File: src/design/acr_pkg.sv
// Shared types, constants and helpers for the AABB collision resolver.
package acr_pkg;

    localparam int DEF_MAX_BOXES    = 64;
    localparam int DEF_MAX_SUBSTEPS = 16;

    localparam int FT_W   = 16;
    localparam int EXT_W  = 24;
    localparam int IDX_W  = 6;
    localparam int CNT_W  = 7;
    localparam int CIDX_W = 3;

    localparam logic signed [31:0] RST_FLOOR   = -32'sd88474;
    localparam logic signed [31:0] RST_CEILING = 32'sd88474;
    localparam logic [30:0]        RST_SUBDIST = 31'd6554;
    localparam logic [30:0]        RST_TOL     = 31'd9830;
    localparam logic [CNT_W-1:0]   RST_BOXCNT  = '0;

    localparam logic [CIDX_W-1:0] CFG_FLOOR   = 3'd0;
    localparam logic [CIDX_W-1:0] CFG_CEILING = 3'd1;
    localparam logic [CIDX_W-1:0] CFG_SUBDIST = 3'd2;
    localparam logic [CIDX_W-1:0] CFG_TOL     = 3'd3;
    localparam logic [CIDX_W-1:0] CFG_BOXCNT  = 3'd4;

    localparam logic signed [35:0] S32_MAX = 36'sd2147483647;
    localparam logic signed [35:0] S32_MIN = -36'sd2147483648;

    typedef enum logic [1:0] {
        AX_X,
        AX_Z,
        AX_Y
    } t_axis;

    typedef enum logic [3:0] {
        OP_NOP,
        OP_LOAD,
        OP_LATCH,
        OP_MAXD,
        OP_CNT,
        OP_DIVINIT,
        OP_DIV,
        OP_MUL,
        OP_ADD,
        OP_FLOOR,
        OP_CEIL,
        OP_WALK,
        OP_OUT
    } t_op;

    typedef struct packed {
        t_op   op;
        t_axis axis;
        logic  eval;
    } t_dp_cmd;

    typedef struct packed {
        logic cnt_done;
    } t_dp_stat;

    typedef struct packed {
        logic signed [31:0] cx;
        logic signed [31:0] cy;
        logic signed [31:0] cz;
        logic signed [31:0] hx;
        logic signed [31:0] hy;
        logic signed [31:0] hz;
    } t_box;

    function automatic logic signed [31:0] sat32(input logic signed [35:0] v);
        if (v > S32_MAX) begin
            return 32'sh7fffffff;
        end else if (v < S32_MIN) begin
            return 32'sh80000000;
        end
        return v[31:0];
    endfunction

    function automatic logic signed [31:0] half32(input logic signed [31:0] s);
        logic signed [31:0] t;
        t = s + {31'd0, s[31]};
        return t >>> 1;
    endfunction

endpackage

File: src/design/acr_ctrl.sv
// Controller: sequences load, substep setup, per-axis moves and box walks.
module acr_ctrl #(
    parameter int MAX_BOXES    = acr_pkg::DEF_MAX_BOXES,
    parameter int MAX_SUBSTEPS = acr_pkg::DEF_MAX_SUBSTEPS,
    parameter int AW           = (MAX_BOXES > 1) ? $clog2(MAX_BOXES) : 1,
    parameter int SW           = $clog2(MAX_SUBSTEPS + 1)
) (
    input  logic                       i_clk,
    input  logic                       i_rst_n,
    input  logic                       i_in_valid,
    input  logic                       i_cmd,
    output logic                       o_in_stall,
    output logic                       o_out_valid,
    input  logic                       i_out_stall,
    input  logic [acr_pkg::CNT_W-1:0]  i_box_count,
    input  logic [SW-1:0]              i_steps,
    input  acr_pkg::t_dp_stat          i_stat,
    output acr_pkg::t_dp_cmd           o_cmd_dp,
    output logic                       o_rd_en,
    output logic [AW-1:0]              o_rd_addr
);
    import acr_pkg::*;

    localparam int NW = $clog2(MAX_BOXES + 1);
    localparam int DW = $clog2(FT_W);

    typedef enum logic [3:0] {
        S_IDLE, S_MAXD, S_CNT, S_DIV, S_MUL, S_ADD, S_FLOOR, S_CEIL, S_WALK, S_OUT
    } t_state;

    t_state          r_state;
    t_axis           r_axis;
    logic [NW-1:0]   r_bidx;
    logic            r_eval;
    logic [DW-1:0]   r_div;
    logic [SW-1:0]   r_sub;
    logic            r_out_valid;
    logic [NW-1:0]   n_lim;
    logic            walk_done, out_free;

    assign n_lim = (32'(i_box_count) > MAX_BOXES) ? NW'(MAX_BOXES) : NW'(i_box_count);
    assign o_rd_en   = (r_state == S_WALK) && (r_bidx < n_lim);
    assign o_rd_addr = r_bidx[AW-1:0];
    assign walk_done = (r_state == S_WALK) && !(r_bidx < n_lim) && !r_eval;
    assign out_free  = !r_out_valid || !i_out_stall;
    assign o_in_stall  = (r_state != S_IDLE);
    assign o_out_valid = r_out_valid;

    always_comb begin
        o_cmd_dp.axis = r_axis;
        o_cmd_dp.eval = r_eval;
        unique case (r_state)
            S_IDLE:  o_cmd_dp.op = !i_in_valid ? OP_NOP : (i_cmd ? OP_LATCH : OP_LOAD);
            S_MAXD:  o_cmd_dp.op = OP_MAXD;
            S_CNT:   o_cmd_dp.op = i_stat.cnt_done ? OP_DIVINIT : OP_CNT;
            S_DIV:   o_cmd_dp.op = OP_DIV;
            S_MUL:   o_cmd_dp.op = OP_MUL;
            S_ADD:   o_cmd_dp.op = OP_ADD;
            S_FLOOR: o_cmd_dp.op = OP_FLOOR;
            S_CEIL:  o_cmd_dp.op = OP_CEIL;
            S_WALK:  o_cmd_dp.op = OP_WALK;
            S_OUT:   o_cmd_dp.op = out_free ? OP_OUT : OP_NOP;
            default: o_cmd_dp.op = OP_NOP;
        endcase
    end

    always_ff @(posedge i_clk) begin
        if (!i_rst_n) begin
            r_state     <= S_IDLE;
            r_axis      <= AX_X;
            r_bidx      <= '0;
            r_eval      <= 1'b0;
            r_div       <= '0;
            r_sub       <= '0;
            r_out_valid <= 1'b0;
        end else begin
            if (r_out_valid && !i_out_stall && r_state != S_OUT) begin
                r_out_valid <= 1'b0;
            end
            unique case (r_state)
                S_IDLE: begin
                    if (i_in_valid && i_cmd) begin
                        r_state <= S_MAXD;
                    end
                end
                S_MAXD: r_state <= S_CNT;
                S_CNT: begin
                    if (i_stat.cnt_done) begin
                        r_div   <= '0;
                        r_state <= S_DIV;
                    end
                end
                S_DIV: begin
                    r_div <= r_div + DW'(1);
                    if (r_div == DW'(FT_W - 1)) begin
                        r_axis  <= AX_X;
                        r_sub   <= '0;
                        r_state <= S_MUL;
                    end
                end
                S_MUL: r_state <= S_ADD;
                S_ADD: begin
                    r_bidx  <= '0;
                    r_eval  <= 1'b0;
                    r_state <= (r_axis == AX_Y) ? S_FLOOR : S_WALK;
                end
                S_FLOOR: r_state <= S_CEIL;
                S_CEIL:  r_state <= S_WALK;
                S_WALK: begin
                    r_eval <= o_rd_en;
                    if (o_rd_en) begin
                        r_bidx <= r_bidx + NW'(1);
                    end
                    if (walk_done) begin
                        case (r_axis)
                            AX_X: begin
                                r_axis  <= AX_Z;
                                r_state <= S_MUL;
                            end
                            AX_Z: begin
                                r_axis  <= AX_Y;
                                r_state <= S_MUL;
                            end
                            default: begin
                                r_axis  <= AX_X;
                                r_sub   <= r_sub + SW'(1);
                                r_state <= (r_sub + SW'(1) == i_steps) ? S_OUT : S_MUL;
                            end
                        endcase
                    end
                end
                S_OUT: begin
                    if (out_free) begin
                        r_out_valid <= 1'b1;
                        r_state     <= S_IDLE;
                    end
                end
                default: r_state <= S_IDLE;
            endcase
        end
    end

endmodule

File: config.mk
export PLATFORM = sky130hd
export DESIGN_NAME = acr_ctrl
export DESIGN_NICKNAME = d
export VERILOG_FILES = /design/src/design/acr_pkg.sv /design/src/design/acr_ctrl.sv
export SDC_FILE = /design/constraint.sdc
export NUM_CORES = 1
export LEC_CHECK = 0
export ABC_CLOCK_PERIOD_IN_PS = 4000
export BUFFER_PORTS_ARGS = -buffer_cell sky130_fd_sc_hd__buf_2
export CAP_MARGIN = 20
export CORE_UTILIZATION = 55
export CTS_CLUSTER_DIAMETER = 100
export DETAILED_ROUTE_END_ITERATION = 10
export HOLD_SLACK_MARGIN = 0.03
export PLACE_DENSITY = 0.77
export SLEW_MARGIN = 25
export SYNTH_ARGS = -nofsm -noshare
export SYNTH_HDL_FRONTEND = slang
export SYNTH_SLANG_ARGS = --single-unit
File: constraint.sdc
create_clock -name i_clk -period 4 [get_ports i_clk]
set_clock_uncertainty 0.15 [all_clocks]
set_input_delay 0.8 -clock i_clk [delete_from_list [all_inputs] [get_ports i_clk]]
set_output_delay 0.8 -clock i_clk [all_outputs]
set_load 0.01 [all_outputs]
### Word level (Yosys, flattened, before mapping)

Index checks and enable logic that the tools add are counted.

* register bits: 24
* input bits: 18

* add/subtract/negate cells: 3
* magnitude comparators: 2
* eq/ne operators: 21
* mux-type cells: 31
* reduce and logical (&&, ||, !) cells: 23

Operators with widths (count)
* $pmux W4 S10: 2
* $mux W4: 10
* $eq A4 B3 Y1 const B: 4
* $mux W5: 3
* $mux W7: 2
* $ne A2 B2 Y1 const B: 7
* $pmux W7 S2: 1
* $eq A4 B4 Y1 const B: 3
* $pmux W5 S2: 1
* $eq A4 B2 Y1 const B: 2
* $mux W2: 4
* $pmux W2 S2: 2
* $pmux W4 S2: 1
* $add A7 B1 Y7 const B: 1
* $gt A7 B7 Y1 const B: 1
* $lt A7 B7 Y1: 1
* $logic_and A1 B1 Y1: 6
* $reduce_bool A2 Y1: 3
* $add A5 B1 Y5 const B: 1
* $eq A5 B5 Y1: 1
* $reduce_and A5 Y1: 1
* $add A4 B1 Y4 const B: 1
* $eq A4 B1 Y1 const B: 1
* $logic_not A1 Y1: 4
* other kinds (13): 17

### Longest topological paths before layout

* depth in word-level cells: 8
* depth in mapped cells: 10
* mapped depth without buffers: 9

### Worst setup path before layout

OpenSTA, ideal clock, no wires.

* path type: input-to-output
* from: in i_box_count[6] in the netlist's numbering
* to: out o_rd_en
* arrival: 2195 ps
* slack: 855 ps
* stages: 8
* path buffers: 1
* path through: inv_1 -> nand2_1 -> ha_1 -> a21o_1 -> a2111oi_4 -> o21ai_2 -> inv_2 -> buf_6

* word-level cells in the longest chain between the ends: 4

Ends and longest elaborated chain
* start, declared: line acr_ctrl.sv:15 `input logic [acr_pkg::CNT_W-1:0] i_box_count,`
* $gt A7 B7 Y1: line acr_ctrl.sv:41 `assign n_lim = (32'(i_box_count) > MAX_BOXES) ? NW'(MAX_BOXES) : NW'(i_box_count);`
* $mux W7 *: line acr_ctrl.sv:41
* $lt A7 B7 Y1 *: line acr_ctrl.sv:42 `assign o_rd_en = (r_state == S_WALK) && (r_bidx < n_lim);`
* $logic_and A1 B1 Y1 *: line acr_ctrl.sv:42
* end, declared: line acr_ctrl.sv:19 `output logic o_rd_en,`

Mark *: on every way between the ends. The rest lies on a longest branch, timed or not.

### Worst setup path after layout

* from: reg r_state[3]
* to: out o_rd_en

* word-level cells in the longest chain between the ends: 2

Ends and longest elaborated chain
* start, declared: line acr_ctrl.sv:31 `t_state r_state;`
* start signal, assigned: line acr_ctrl.sv:105 `r_state <= (r_axis == AX_Y) ? S_FLOOR : S_WALK;`
* start signal, assigned: line acr_ctrl.sv:127 `r_state <= (r_sub + SW'(1) == i_steps) ? S_OUT : S_MUL;`
* $eq A4 B4 Y1: line acr_ctrl.sv:42
* $logic_and A1 B1 Y1: line acr_ctrl.sv:42

Every way passes these cells.

==> flow_summary.json <==
{
  "finalHoldViolCount": 0,
  "die_h_um": 59.0,
  "first_iter_violations": 106,
  "dp_hpwl_um": 2860,
  "p_int_mw": 0.567,
  "reg2reg_from": "r_state[3]",
  "grt_most_used_layer": "met2",
  "relSlewSlack": 0.575,
  "cts_tree": "done",
  "pre_cts_ws_ns": 0.537,
  "worst_slew_pin_slew_ns": 0.633,
  "grt_pass1_wl_um": 6430,
  "min_period_over_period": 0.890,
  "slew_viol_final": 0,
  "die_area_um2": 3490,
  "fillCellCount": 306,
  "critical_path_required_ns": 3.05,
  "power_frac_comb": 0.499,
  "use_met2": 0.430,
  "use_met3": 0.0328,
  "gp_congestion": 0.808,
  "setup_violations": 0,
  "num_antenna_cells": 0,
  "synthTopCellsByArea": "dfxtp_1 (27%), ha_1 (6.3%), a21oi_1 (6.2%)",
  "gr-total-overflow": 0,
  "cap_violations": 0,
  "drt-vias-per-instance": 5.89,
  "r2r_setup_slack_ns": 1.24,
  "netSwitchingFraction": 0.415,
  "power_density_nw_per_um2": 491,
  "placementRows": 20,
  "worst-setup-path-type": "reg -> out",
  "post_dp_cell_area_um2": 1920,
  "fin_cells": 292,
  "synth-main-ff-cell": "dfxtp_1",
  "seqPwrFrac": 0.319,
  "hp-start": "r_div[3]",
  "grt_pass1_vias": 1431,
  "irDropWorstVdd_mv": 0.248,
  "hold_ws_ns": 0.312,
  "yosysUniqueCellTypes": 57,
  "insertion_delay_ns": 0.33,
  "htree_levels": 1,
  "crit_fanout": 20,
  "synth.most_common_cell": "dfxtp_1",
  "drc": 0,
  "grt_antenna_before_repair": 0,
  "hold_buffers": 0,
  "ys_ff_latch": 24,
  "synth.top_cells.by_count": "dfxtp_1 (24), nand2_1 (23), a21oi_1 (22)",
  "drive_gt1_frac": 0.214,
  "grtUsageTotal": 0.240,
  "core_um2": 3080,
  "synth_top_area_frac": 0.269,
  "cts_buffers": 3,
  "area_growth_pct": 10.3,
  "dp_cells": 288,
  "startpoint_type": "register",
  "max_freq_mhz": 281,
  "rsz0062_at_grt": "no",
  "synthesis.instances": 228,
  "p_sw_mw": 0.402,
  "crit_path_end_kind": "primary output",
  "worstPathArrival_ns": 2.61,
  "layout.nets": 276,
  "via_count": 1721,
  "wl_um": 3960,
  "cp-startpoint": "r_state[3]",
  "synth-seq-area-share": 0.269,
  "die_w_um": 59.0,
  "design_area_um2": 1970,
  "power.leakage_nw": 0.828,
  "use_met1": 0.307,
  "clk_pin_slew_ns": 0.14,
  "status": "finished, final reports clean",
  "ctsLongestPathBuffers": 2,
  "cts_setup_buffers": 0,
  "finalCriticalPeriod_ns": 3.56,
  "pin_count": 34,
  "async_flop_share": 0,
  "syn_area_um2": 1790,
  "drtAntennaViolNets": 0,
  "cts_resized": 0,
  "clock_tree.root_cell": "clkbuf_4",
  "synth.largest_area_cell": "dfxtp_1",
  "synth_fp_nets": 255,
  "synth_edf_count": 0,
  "grt_max_degree": 23,
  "fin_setup_tns_ns": 0,
  "routedWlPerCell_um": 13.6,
  "initial_utilization": 0.581,
  "layout_setup_ws_ns": 0.442,
  "syn_avg_cell_area_um2": 7.85,
  "synth_warnings": 0,
  "io_buffer_count": 33,
  "min_path_type": "reg -> reg",
  "firstDrtPassIters": 4,
  "cts_num_sinks": 24,
  "clkPwrFrac": 0.183
}
## registers in the layout (all words and copies together) (netlist names)
name and cells:
o_out_valid 1, r_axis 2, r_bidx 7, r_div 4, r_eval 1, r_state 4, r_sub 5
## layer usage
layer / routed length [um] / up-vias / part of all wire
met4: 37 / 0 / 0.0094
met3: 175 / 4 / 0.044
met2: 1920 / 57 / 0.48
li1: - / 877 / -
met1: 1820 / 783 / 0.46
met5: 0 / - / 0
## final timing paths
check	to	cells after the start
max	o_rd_en	5
min	r_div[3]	1
max reg2reg	r_bidx[3]	6
min reg2reg	r_div[3]	1
## power by group through the flow
stage               logic (mW)  clock network [mW]  registers (mW)
floorplan                0.396                   0           0.289
global placement         0.477                   0           0.314
detailed placement       0.483                   0           0.314
CTS                      0.483               0.178           0.308
global route             0.543               0.187           0.315
finish                   0.484               0.177           0.309
## final cells by class
class	count	area [um^2]	area share
Timing Repair Buffer	36	188	0.0951
Clock inverter	1	30.0	0.0152
Inverter	6	22.5	0.0114
Clock buffer	3	22.5	0.0114
Multi-Input combinational cell	178	1170	0.595
Sequential cell	24	480	0.244
Tap cell	44	55.1	0.0279
## layout by cell type, fill, tap and decap left out, types with 3 or more instances in the layout
| cell type | count |
|---|---|
| o21ai_0 | 13 |
| inv_1 | 5 |
| nand4_1 | 8 |
| nand2_1 | 23 |
| nand3b_1 | 4 |
| a21oi_1 | 22 |
| nand2b_1 | 3 |
| buf_2 | 33 |
| buf_4 | 3 |
| ha_1 | 9 |
| dfxtp_1 | 24 |
| mux2i_1 | 3 |
| nand4b_1 | 3 |
| and2_1 | 5 |
| xnor2_1 | 4 |
| nor2_1 | 19 |
| o2111ai_1 | 3 |
| nand3_1 | 9 |
| clkbuf_4 | 3 |
## worst max-delay path: stages (launching register included)
cell and delay, ns:
dfxtp_1 0.70, or4b_1 0.73, a2111oi_4 0.36, o21ai_2 0.10, inv_2 0.20, buf_2 0.18
## cells by family after synthesis
| kind of cell | after synthesis | share of synthesized area |
|---|---|---|
| AND/OR/NAND/NOR | 90 | 0.276 |
| AO/OA/AOI/OAI | 70 | 0.272 |
| buffers and inverters | 26 | 0.0748 |
| flip-flops | 24 | 0.269 |
| adder cells (fa/ha/maj) | 9 | 0.0629 |
| XOR/XNOR | 6 | 0.0294 |
| multiplexers | 3 | 0.0168 |
## metrics by stage
step	utilization	power (mW)
after detailed placement	0.624	0.797
after global routing	0.641	1.05
after global placement	0.624	0.791
after CTS	0.641	0.970
after floorplan	-	0.685
final	0.641	0.970
No activity file was read; power rests on OpenSTA's default activity.
